==> src/hw/rtl/sexpr_model_file_lexer_defines.svh <==
// ----------------------------------------------------------------------------
// sexpr_model_file_lexer_defines
// Assertion helpers for the s-expression lexer.
// ----------------------------------------------------------------------------
// Both expect clk and rst_n in the scope of the use.
`ifndef SEXPR_MODEL_FILE_LEXER_DEFINES_SVH
`define SEXPR_MODEL_FILE_LEXER_DEFINES_SVH

// Same-cycle implication.
`define SML_ASSERT_NOW(lbl, ante, cons, msg) \
  lbl: assert property (@(posedge clk) disable iff (!rst_n) (ante) |-> (cons)) \
    else $error(msg);

// Next-cycle implication.
`define SML_ASSERT_NEXT(lbl, ante, cons, msg) \
  lbl: assert property (@(posedge clk) disable iff (!rst_n) (ante) |=> (cons)) \
    else $error(msg);

`endif

==> src/hw/rtl/sml_pkg.sv <==
// ----------------------------------------------------------------------------
// sml_pkg
// Types and constants shared by the s-expression lexer modules.
// ----------------------------------------------------------------------------
package sml_pkg;

  localparam int unsigned LineW     = 24;
  localparam int unsigned FifoDepth = 4;
  localparam int unsigned PtrW      = $clog2(FifoDepth);
  localparam int unsigned CntW      = $clog2(FifoDepth + 1);

  localparam logic [LineW-1:0] LINE_MAX = {LineW{1'b1}};

  localparam logic [7:0] CH_LPAREN = 8'h28;
  localparam logic [7:0] CH_RPAREN = 8'h29;
  localparam logic [7:0] CH_NL     = 8'h0A;
  localparam logic [7:0] CH_CR     = 8'h0D;
  localparam logic [7:0] CH_SP     = 8'h20;
  localparam logic [7:0] CH_TAB    = 8'h09;
  localparam logic [7:0] CH_DQUOTE = 8'h22;
  localparam logic [7:0] CH_BAR    = 8'h7C;
  localparam logic [7:0] CH_BSLASH = 8'h5C;

  typedef enum logic [2:0] {
    M_IDLE    = 3'd0,
    M_ATOM    = 3'd1,
    M_STR     = 3'd2,
    M_STR_ESC = 3'd3,
    M_ML      = 3'd4,
    M_ML_ESC  = 3'd5,
    M_ML_NL   = 3'd6,
    M_ML_NLCR = 3'd7
  } mode_t;

  typedef enum logic [2:0] {
    K_TEXT     = 3'd0,
    K_OPEN     = 3'd1,
    K_CLOSE    = 3'd2,
    K_ATOM_END = 3'd3,
    K_STR_END  = 3'd4,
    K_EOF      = 3'd5,
    K_UNTERM   = 3'd6
  } kind_t;

  typedef struct packed {
    kind_t      kind;
    logic [7:0] data;
  } ev_t;

  // Outcome of one item: next mode, line bump and up to two events.
  typedef struct packed {
    mode_t      mode_nxt;
    logic       count_line;
    logic [1:0] n;
    ev_t        ev0;
    ev_t        ev1;
  } step_t;

  typedef struct packed {
    kind_t            kind;
    logic [7:0]       data;
    logic [LineW-1:0] line;
    logic             last;
  } res_t;

  typedef struct packed {
    logic [1:0] n;
    res_t       res0;
    res_t       res1;
  } push_t;

  typedef struct packed {
    logic space2;
    logic nonempty;
  } fifo_stat_t;

endpackage

==> src/hw/rtl/sml_if.sv <==
// ----------------------------------------------------------------------------
// sml_in_if / sml_out_if
// Valid/ready channels for raw bytes in and lexer events out.
// ----------------------------------------------------------------------------
interface sml_in_if;
  logic       valid;
  logic       ready;
  logic [7:0] in_byte;
  logic       is_eof;

  modport source (output valid, output in_byte, output is_eof, input ready);
  modport sink   (input valid, input in_byte, input is_eof, output ready);
endinterface

interface sml_out_if;
  logic        valid;
  logic        ready;
  logic [2:0]  event_kind;
  logic [7:0]  text_byte;
  logic [23:0] line_count;
  logic        last_of_run;

  modport source (output valid, output event_kind, output text_byte,
                  output line_count, output last_of_run, input ready);
  modport sink   (input valid, input event_kind, input text_byte,
                  input line_count, input last_of_run, output ready);
endinterface

==> src/hw/rtl/sml_step.sv <==
// ----------------------------------------------------------------------------
// sml_step
// Next-mode and event decode for one byte or end-of-file mark.
// ----------------------------------------------------------------------------
module sml_step (
  input  sml_pkg::mode_t mode,
  input  logic [7:0]     in_byte,
  input  logic           is_eof,
  output sml_pkg::step_t step
);
  import sml_pkg::*;

  typedef struct packed {
    logic  emit;
    ev_t   ev;
    mode_t mode_nxt;
    logic  count_line;
  } idle_res_t;

  // Byte seen between tokens.
  function automatic idle_res_t idle_byte(input logic [7:0] c);
    idle_res_t r;
    r.emit       = 1'b0;
    r.ev.kind    = K_TEXT;
    r.ev.data    = 8'h00;
    r.mode_nxt   = M_IDLE;
    r.count_line = 1'b0;
    priority if (c == CH_LPAREN) begin
      r.emit    = 1'b1;
      r.ev.kind = K_OPEN;
    end else if (c == CH_RPAREN) begin
      r.emit    = 1'b1;
      r.ev.kind = K_CLOSE;
    end else if (c == CH_NL) begin
      r.count_line = 1'b1;
    end else if (c == CH_SP || c == CH_CR || c == CH_TAB) begin
      r.mode_nxt = M_IDLE;
    end else if (c == CH_DQUOTE) begin
      r.mode_nxt = M_STR;
    end else if (c == CH_BAR) begin
      r.mode_nxt = M_ML;
    end else begin
      r.emit     = 1'b1;
      r.ev.data  = c;
      r.mode_nxt = M_ATOM;
    end
    return r;
  endfunction

  idle_res_t ib;
  logic      atom_delim;

  assign ib = idle_byte(in_byte);
  assign atom_delim = (in_byte == CH_LPAREN) || (in_byte == CH_RPAREN) ||
                      (in_byte == CH_DQUOTE) || (in_byte == CH_NL) ||
                      (in_byte == CH_SP) || (in_byte == CH_CR) || (in_byte == CH_TAB);

  always_comb begin
    step.mode_nxt   = mode;
    step.count_line = 1'b0;
    step.n          = 2'd0;
    step.ev0.kind   = K_TEXT;
    step.ev0.data   = 8'h00;
    step.ev1.kind   = K_TEXT;
    step.ev1.data   = 8'h00;
    unique case (mode)
      M_IDLE: begin
        if (is_eof) begin
          step.n        = 2'd1;
          step.ev0.kind = K_EOF;
        end else begin
          step.n          = {1'b0, ib.emit};
          step.ev0        = ib.ev;
          step.mode_nxt   = ib.mode_nxt;
          step.count_line = ib.count_line;
        end
      end
      M_ATOM: begin
        if (is_eof) begin
          step.n        = 2'd2;
          step.ev0.kind = K_ATOM_END;
          step.ev1.kind = K_EOF;
          step.mode_nxt = M_IDLE;
        end else if (atom_delim) begin
          // atom end, then the delimiter starts the next token
          step.n          = ib.emit ? 2'd2 : 2'd1;
          step.ev0.kind   = K_ATOM_END;
          step.ev1        = ib.ev;
          step.mode_nxt   = ib.mode_nxt;
          step.count_line = ib.count_line;
        end else begin
          step.n        = 2'd1;
          step.ev0.data = in_byte;
        end
      end
      M_STR: begin
        if (is_eof) begin
          step.n        = 2'd1;
          step.ev0.kind = K_UNTERM;
          step.mode_nxt = M_IDLE;
        end else if (in_byte == CH_DQUOTE) begin
          step.n        = 2'd1;
          step.ev0.kind = K_STR_END;
          step.mode_nxt = M_IDLE;
        end else if (in_byte == CH_BSLASH) begin
          step.mode_nxt = M_STR_ESC;
        end else begin
          step.n        = 2'd1;
          step.ev0.data = in_byte;
        end
      end
      M_STR_ESC: begin
        step.n = 2'd1;
        if (is_eof) begin
          step.ev0.kind = K_UNTERM;
          step.mode_nxt = M_IDLE;
        end else begin
          step.ev0.data = in_byte;
          step.mode_nxt = M_STR;
        end
      end
      M_ML: begin
        if (is_eof) begin
          step.n        = 2'd2;
          step.ev0.kind = K_STR_END;
          step.ev1.kind = K_EOF;
          step.mode_nxt = M_IDLE;
        end else if (in_byte == CH_NL) begin
          step.count_line = 1'b1;
          step.mode_nxt   = M_ML_NL;
        end else if (in_byte == CH_CR) begin
          step.mode_nxt = M_ML;
        end else if (in_byte == CH_BSLASH) begin
          step.mode_nxt = M_ML_ESC;
        end else begin
          step.n        = 2'd1;
          step.ev0.data = in_byte;
        end
      end
      M_ML_ESC: begin
        if (is_eof) begin
          step.n        = 2'd2;
          step.ev0.kind = K_STR_END;
          step.ev1.kind = K_EOF;
          step.mode_nxt = M_IDLE;
        end else begin
          step.n        = 2'd1;
          step.ev0.data = in_byte;
          step.mode_nxt = M_ML;
        end
      end
      M_ML_NL, M_ML_NLCR: begin
        if (is_eof) begin
          step.n        = 2'd2;
          step.ev0.kind = K_STR_END;
          step.ev1.kind = K_EOF;
          step.mode_nxt = M_IDLE;
        end else if (in_byte == CH_BAR) begin
          // continuation line: the newline becomes string content
          step.n        = 2'd1;
          step.ev0.data = CH_NL;
          step.mode_nxt = M_ML;
        end else if (in_byte == CH_CR && mode == M_ML_NL) begin
          step.mode_nxt = M_ML_NLCR;
        end else begin
          step.n          = ib.emit ? 2'd2 : 2'd1;
          step.ev0.kind   = K_STR_END;
          step.ev1        = ib.ev;
          step.mode_nxt   = ib.mode_nxt;
          step.count_line = ib.count_line;
        end
      end
      default: begin
        step.mode_nxt = M_IDLE;
      end
    endcase
  end

endmodule

==> src/hw/rtl/sml_res_fifo.sv <==
// ----------------------------------------------------------------------------
// sml_res_fifo
// Small result queue: takes up to two events per cycle, hands out one.
// ----------------------------------------------------------------------------
module sml_res_fifo (
  input  logic                clk,
  input  logic                rst_n,
  input  sml_pkg::push_t      push,
  input  logic                pop,
  output sml_pkg::res_t       head,
  output sml_pkg::fifo_stat_t stat
);
  import sml_pkg::*;

  res_t            mem_r [FifoDepth];
  logic [PtrW-1:0] wr_ptr_r, wr_ptr_nxt;
  logic [PtrW-1:0] rd_ptr_r, rd_ptr_nxt;
  logic [CntW-1:0] cnt_r, cnt_nxt;
  logic [PtrW-1:0] wr_ptr_p1;

  assign wr_ptr_p1 = wr_ptr_r + 1'b1;

  always_comb begin
    wr_ptr_nxt = wr_ptr_r + PtrW'(push.n);
    rd_ptr_nxt = rd_ptr_r + PtrW'(pop);
    cnt_nxt    = cnt_r + CntW'(push.n) - CntW'(pop);
  end

  always_ff @(posedge clk) begin
    if (!rst_n) begin
      wr_ptr_r <= '0;
      rd_ptr_r <= '0;
      cnt_r    <= '0;
    end else begin
      wr_ptr_r <= wr_ptr_nxt;
      rd_ptr_r <= rd_ptr_nxt;
      cnt_r    <= cnt_nxt;
    end
  end

  always_ff @(posedge clk) begin
    if (push.n != 2'd0) begin
      mem_r[wr_ptr_r] <= push.res0;
    end
    if (push.n == 2'd2) begin
      mem_r[wr_ptr_p1] <= push.res1;
    end
  end

  assign head          = mem_r[rd_ptr_r];
  assign stat.nonempty = (cnt_r != '0);
  assign stat.space2   = (cnt_r <= CntW'(FifoDepth - 2));

endmodule

==> src/hw/rtl/sexpr_model_file_lexer.sv <==
// Events are registered in the result queue, which out_ch reads from its head.
// Throughput: one byte per cycle while each byte yields at most one event and
//   out_ch is not stalled; two events from one byte go out in turn on out_ch.
// A four-entry result queue decouples the sides; in_ch.ready needs two free.
// Reset (rst_n low, synchronous): mode idle, line counter one, queue empty.
// ----------------------------------------------------------------------------
// sexpr_model_file_lexer
// Byte-stream tokenizer for s-expression model files.
// ----------------------------------------------------------------------------
`include "sexpr_model_file_lexer_defines.svh"

module sexpr_model_file_lexer (
  input  logic      clk,
  input  logic      rst_n,
  sml_in_if.sink    in_ch,
  sml_out_if.source out_ch
);
  import sml_pkg::*;

  mode_t            mode_r, mode_nxt;
  logic [LineW-1:0] line_r, line_nxt;
  step_t            step;
  logic             in_acc;
  logic             pop;
  push_t            push;
  res_t             head;
  fifo_stat_t       stat;

  sml_step u_step (
    .mode    (mode_r),
    .in_byte (in_ch.in_byte),
    .is_eof  (in_ch.is_eof),
    .step    (step)
  );

  assign in_ch.ready = stat.space2;
  assign in_acc      = in_ch.valid && in_ch.ready;
  assign pop         = out_ch.valid && out_ch.ready;

  always_comb begin
    mode_nxt = mode_r;
    line_nxt = line_r;
    if (in_acc) begin
      mode_nxt = step.mode_nxt;
      if (step.count_line && line_r != LINE_MAX) begin
        line_nxt = line_r + 1'b1;
      end
    end
  end

  always_ff @(posedge clk) begin
    if (!rst_n) begin
      mode_r <= M_IDLE;
      line_r <= LineW'(1);
    end else begin
      mode_r <= mode_nxt;
      line_r <= line_nxt;
    end
  end

  // events carry the line count from before this item's newline
  always_comb begin
    push.n         = in_acc ? step.n : 2'd0;
    push.res0.kind = step.ev0.kind;
    push.res0.data = step.ev0.data;
    push.res0.line = line_r;
    push.res0.last = (step.n == 2'd1);
    push.res1.kind = step.ev1.kind;
    push.res1.data = step.ev1.data;
    push.res1.line = line_r;
    push.res1.last = 1'b1;
  end

  sml_res_fifo u_fifo (
    .clk   (clk),
    .rst_n (rst_n),
    .push  (push),
    .pop   (pop),
    .head  (head),
    .stat  (stat)
  );

  assign out_ch.valid       = stat.nonempty;
  assign out_ch.event_kind  = head.kind;
  assign out_ch.text_byte   = head.data;
  assign out_ch.line_count  = head.line;
  assign out_ch.last_of_run = head.last;

  `SML_ASSERT_NOW(a_line_nonzero, 1'b1, line_r != '0, "line counter reached zero")
  `SML_ASSERT_NEXT(a_line_step, in_acc && step.count_line && line_r != LINE_MAX,
    line_r == $past(line_r) + 1'b1, "line counter did not advance")
  `SML_ASSERT_NEXT(a_line_hold, !(in_acc && step.count_line), line_r == $past(line_r),
    "line counter moved without a counted newline")
  `SML_ASSERT_NOW(a_nontext_zero, out_ch.valid && head.kind != K_TEXT,
    head.data == 8'h00, "non-text event carries a byte")
  `SML_ASSERT_NOW(a_two_need_last, in_acc && step.n == 2'd2,
    step.ev1.kind != K_TEXT || step.mode_nxt == M_ATOM, "second event out of place")

endmodule
==> src/flat_wrapper.sv <==
// flat-port wrapper written by rule: the top's interface ports become plain ports
module sexpr_model_file_lexer_flat import sml_pkg::*;
  (clk, rst_n, in_ch_valid, in_ch_in_byte, in_ch_is_eof, in_ch_ready, out_ch_valid, out_ch_event_kind, out_ch_text_byte, out_ch_line_count, out_ch_last_of_run, out_ch_ready);
  sml_in_if in_ch_i ();
  sml_out_if out_ch_i ();
  input  logic clk;
  input  logic rst_n;
  input wire logic [$bits(in_ch_i.valid)-1:0] in_ch_valid;
  input wire logic [$bits(in_ch_i.in_byte)-1:0] in_ch_in_byte;
  input wire logic [$bits(in_ch_i.is_eof)-1:0] in_ch_is_eof;
  output wire logic [$bits(in_ch_i.ready)-1:0] in_ch_ready;
  output wire logic [$bits(out_ch_i.valid)-1:0] out_ch_valid;
  output wire logic [$bits(out_ch_i.event_kind)-1:0] out_ch_event_kind;
  output wire logic [$bits(out_ch_i.text_byte)-1:0] out_ch_text_byte;
  output wire logic [$bits(out_ch_i.line_count)-1:0] out_ch_line_count;
  output wire logic [$bits(out_ch_i.last_of_run)-1:0] out_ch_last_of_run;
  input wire logic [$bits(out_ch_i.ready)-1:0] out_ch_ready;
  assign in_ch_i.valid = in_ch_valid;
  assign in_ch_i.in_byte = in_ch_in_byte;
  assign in_ch_i.is_eof = in_ch_is_eof;
  assign in_ch_ready = in_ch_i.ready;
  assign out_ch_valid = out_ch_i.valid;
  assign out_ch_event_kind = out_ch_i.event_kind;
  assign out_ch_text_byte = out_ch_i.text_byte;
  assign out_ch_line_count = out_ch_i.line_count;
  assign out_ch_last_of_run = out_ch_i.last_of_run;
  assign out_ch_i.ready = out_ch_ready;
  sexpr_model_file_lexer u_core (.clk(clk), .rst_n(rst_n), .in_ch(in_ch_i), .out_ch(out_ch_i));
endmodule
==> config.mk <==
export PLATFORM = sky130hd
export DESIGN_NAME = sexpr_model_file_lexer_flat
export DESIGN_NICKNAME = d
export VERILOG_FILES = /design/src/hw/rtl/sml_pkg.sv /design/src/hw/rtl/sml_if.sv /design/src/hw/rtl/sml_step.sv /design/src/hw/rtl/sml_res_fifo.sv /design/src/hw/rtl/sexpr_model_file_lexer.sv /design/src/flat_wrapper.sv
export VERILOG_INCLUDE_DIRS = /design/src /design/src/hw/rtl
export SDC_FILE = /design/constraint.sdc
export NUM_CORES = 1
export LEC_CHECK = 0
export BUFFER_PORTS_ARGS = -buffer_cell sky130_fd_sc_hd__clkbuf_2
export CAP_MARGIN = 20
export CORE_MARGIN = 4
export CORE_UTILIZATION = 38
export DETAILED_ROUTE_END_ITERATION = 8
export PLACE_DENSITY = 0.55
export SETUP_SLACK_MARGIN = 0.02
export SYNTH_ARGS = -nofsm -noshare
export SYNTH_HDL_FRONTEND = slang
export SYNTH_SLANG_ARGS = --single-unit
==> constraint.sdc <==
create_clock -name clk -period 4.6 [get_ports clk]
set_input_delay 0.46 -clock clk [delete_from_list [all_inputs] [get_ports clk]]
set_output_delay 0.46 -clock clk [all_outputs]
set_load 0.005 [all_outputs]
==> flow_metrics.env <==
export IMPL_wl_met1_mm=9.94
export IMPL_yosysTopAreaCell="sky130_fd_sc_hd__edfxtp_1"
export IMPL_boundaryPins=51
export IMPL_power_per_cell_area_mw_per_mm2=468
export IMPL_reg2reg_setup_slack_ps=960
export IMPL_rows=55
export IMPL_postCtsHoldBufs=0
export IMPL_yosys_warnings=0
export IMPL_dp_final_hpwl_mm=14.6
export IMPL_critPathKind="flop to flop"
export IMPL_initial_core_util_pct=39.1
export IMPL_number_of_antenna_violations_at_the_first_check_in_global_routing=0
export IMPL_end_of_the_worst_register_to_register_path="u_core.u_fifo.cnt_r[2]"
export IMPL_layout_drive_gt1_share_pct=21.6
export IMPL_post_detailed_route_via_to_cell_ratio=5.38
export IMPL_wl_mm=21.3
export IMPL_finalHoldViolations=0
export IMPL_tightestPinTransition_ps=958
export IMPL_die_area_mm2=0.0260
export IMPL_detail_route_wl_per_cell_um=19.6
export IMPL_die_height_um=161
export IMPL_drt_pass1_iterations=5
export IMPL_worst_slew_margin_relative_to_its_limit_pct=35.5
export IMPL_worst_ir_drop_vdd_mv=0.256
export IMPL_critPathRequiredTime_ps=4920
export IMPL_grt_first_pass_wirelength_mm=33.7
export IMPL_final_fill_count=2109
export IMPL_antenna_cells=0
export IMPL_clock_tree_buffer_depth=2
export IMPL_detailroute_via_count=5839
export IMPL_critical_path_startpoint_type="flop"
export IMPL_postCtsSetupBuffers=0
export IMPL_via_count_of_the_first_global_routing_pass=5838
export IMPL_r2r_cells=10
export IMPL_synthesis_area_mm2=0.00893
export IMPL_die_width_um=161
export IMPL_finish_net_count=779
export IMPL_finClkSkew_ps=13.7
export IMPL_finalSetupViolations=0
export IMPL_syn_avg_cell_area_um2=12.5
export IMPL_number_of_routed_nets_with_antenna_violations=0
export IMPL_timing_final_crit_period_ps=3640
export IMPL_result_of_the_run="finished clean"
export IMPL_grt_start_max_net_pins=56
export IMPL_grt_setup_unrepaired="false"
export IMPL_end_kind="flop"
export IMPL_synth_yosys_seq_area_share_pct=55.6
export IMPL_synth_area_top_cells="sky130_fd_sc_hd__edfxtp_1 47%, sky130_fd_sc_hd__mux4_2 9.1%, sky130_fd_sc_hd__dfxtp_1 8.5%, sky130_fd_sc_hd__and2_1 4.3%, sky130_fd_sc_hd__nor2b_1 4.1%"
export IMPL_drc=0
export IMPL_ys_async_rst_share_pct=0
export IMPL_critPathLaunch="u_core.mode_r[1]"
export IMPL_cts_resized_gates=0
export IMPL_cts_htree_levels=4
export IMPL_core_area_mm2=0.0228
export IMPL_tritoncts="built"
export IMPL_clock_latency_ps=430
export IMPL_cts_sinks=178
export IMPL_layout_worst_path_cycle_share_pct=79.1
export IMPL_cp_arrival_ps=3960
export IMPL_synth_distinct_cells=84
export IMPL_worst_setup_hold_path_clk_slew_ps=80
export IMPL_metal3_wl_um=933
export IMPL_crit_end="u_core.u_fifo.cnt_r[2]"
export IMPL_count_of_max_cap_constraint_violations=0
export IMPL_highest_routing_layer_actually_used="met4"
export IMPL_synth_top_area_share_pct=47.1
export IMPL_synthesis_instances=714
export IMPL_placed_cell_area_mm2=0.00954
export IMPL_place_congestion=0.866
export IMPL_clockRootBuffer="sky130_fd_sc_hd__clkbuf_16"
export IMPL_dominantRegCellSynth="sky130_fd_sc_hd__edfxtp_1"
export IMPL_maxSlewViolCount=0
export IMPL_synth_edf_count=140
export IMPL_worstReg2RegStart="u_core.mode_r[1]"
export IMPL_mappedNetlistNets=734
export IMPL_setup_total_negative_slack_ps=0
export IMPL_flow_area_growth_from_synthesis_pct=13.5
export IMPL_cts_buffers=17
export IMPL_detailedRoute_firstIterationViolations=381
export IMPL_cp_max_fo=23
export IMPL_fmax_ghz=0.275
export IMPL_ys_ff_latch=178
export IMPL_grt_ovf=0
export IMPL_met2_wirelength_mm=10.1
export IMPL_port_buffers=50
export IMPL_worst_hold_path_type="input pin to flop"
export IMPL_overall_routing_resource_usage_pct=16.7
export IMPL_cellLeakagePower_nw=3.20
export IMPL_postLayoutCellArea_mm2=0.0101
## stage by stage
stage | worst slack [ps] | utilization (%) | total power [mW] | hold WS (ps) | cells
2_1_floorplan | 1130 | - | 2.91 | 427 | 714
6_report | 962 | 44.4 | 4.74 | 427 | 1085
5_1_grt | 749 | 44.4 | 4.98 | 423 | 1085
3_5_place_dp | 764 | 41.7 | 3.41 | 460 | 1052
4_1_cts | 984 | 44.3 | 4.80 | 405 | 1084
3_3_place_gp | 834 | 41.7 | 3.39 | 450 | 1052
## worst max-delay path: stages (launching register included)
cell and delay, ps:
sky130_fd_sc_hd__dfxtp_1 760, sky130_fd_sc_hd__nand2_1 280, sky130_fd_sc_hd__or4_4 620, sky130_fd_sc_hd__a31o_1 270
sky130_fd_sc_hd__and4_4 250, sky130_fd_sc_hd__clkinv_2 190, sky130_fd_sc_hd__ha_1 290, sky130_fd_sc_hd__fa_1 440
sky130_fd_sc_hd__xor2_1 170, sky130_fd_sc_hd__xnor2_1 120, sky130_fd_sc_hd__and2_1 140
## where the power goes
part | leakage (nW) | switching, mW | internal [mW]
sequential | 1.50 | 0.137 | 2.00
combinational | 1.41 | 0.647 | 0.558
clock | 0.280 | 0.678 | 0.724
total | 3.20 | 1.46 | 3.28
## placed cells by master (no fill, tap or decap), drive strengths merged, types with 4 or more instances in the layout
master and n:
a2111oi 4, a211oi 6, a21oi 18, a22o 5, a31oi 6, and2 63
and3 7, and4 4, buf 17, clkbuf 68, clkinv 8, dfxtp 38
edfxtp 140, ha 6, inv 24, mux4 36, nand2 39, nand2b 4
nand3 23, nand4 11, nor2 44, nor2b 59, nor3 14, nor3b 5
nor4 4, o211ai 4, o21ai 14, o22ai 21, or3 5, or4 4
xnor2 15, xor2 12
## sequential cells by signal, summed over array words and instances (netlist names)
register,flops
u_core.u_fifo.rd_ptr_r,2
u_core.u_fifo.wr_ptr_r,2
u_core.line_r,24
u_core.u_fifo.mem_r,144
u_core.mode_r,3
u_core.u_fifo.cnt_r,3
## cells in the mapped netlist (all sizes together), types with 7 or more instances
cell type,instances
mux4,36
nor3,14
nand2,39
nand3,23
clkbuf,24
dfxtp,38
nand4,11
o21ai,14
and2,63
and3,7
edfxtp,140
o22ai,21
nor2,44
inv,17
xor2,12
xnor2,15
a21oi,18
nor2b,59
buf,17
## cell type report
cell class	count	area [µm²]	area share (%)
sequential	178	4970	49.0
timing repair buffer	67	440	4.35
tap	313	392	3.86
clock inverter	14	148	1.46
clock buffer	18	429	4.23
multi-input combinational	476	3690	36.4
inverter	19	72.6	0.716
## kinds of logic after synthesis
kind of cell / Yosys count / synth area share, %
AOI/OAI and AO/OA: 109 / 9.58
xor gates and xnor gates: 27 / 2.65
adders and majority gates: 7 / 1.06
buffers and inverters: 60 / 3.15
DFF: 178 / 55.6
muxes: 38 / 9.32
and+or+nand+nor: 295 / 18.7
## worst min-delay path by stage
stage | cells past startpoint | slack [ps] | endpoint | start
after floorplan | 2 | 430 | u_core.u_fifo.mem_r[3][0] | u_core.u_fifo.mem_r[3][0]
after global placement | 2 | 450 | u_core.u_fifo.mem_r[3][0] | u_core.u_fifo.mem_r[3][0]
after detailed placement | 2 | 460 | u_core.u_fifo.mem_r[3][0] | u_core.u_fifo.mem_r[3][0]
after CTS | 2 | 400 | u_core.u_fifo.mem_r[2][29] | in_ch_in_byte[4]
after global routing | 2 | 420 | u_core.u_fifo.mem_r[0][29] | in_ch_in_byte[4]
final | 2 | 430 | u_core.u_fifo.mem_r[0][31] | in_ch_in_byte[6]
## per-layer routing
metal,vias up,track usage [%]
li1,2779,-
met1,2889,23.4
met2,149,26.5
met3,22,3.67
met4,0,4.42
met5,-,0
Note: power is estimated with default switching activity, not from simulation.
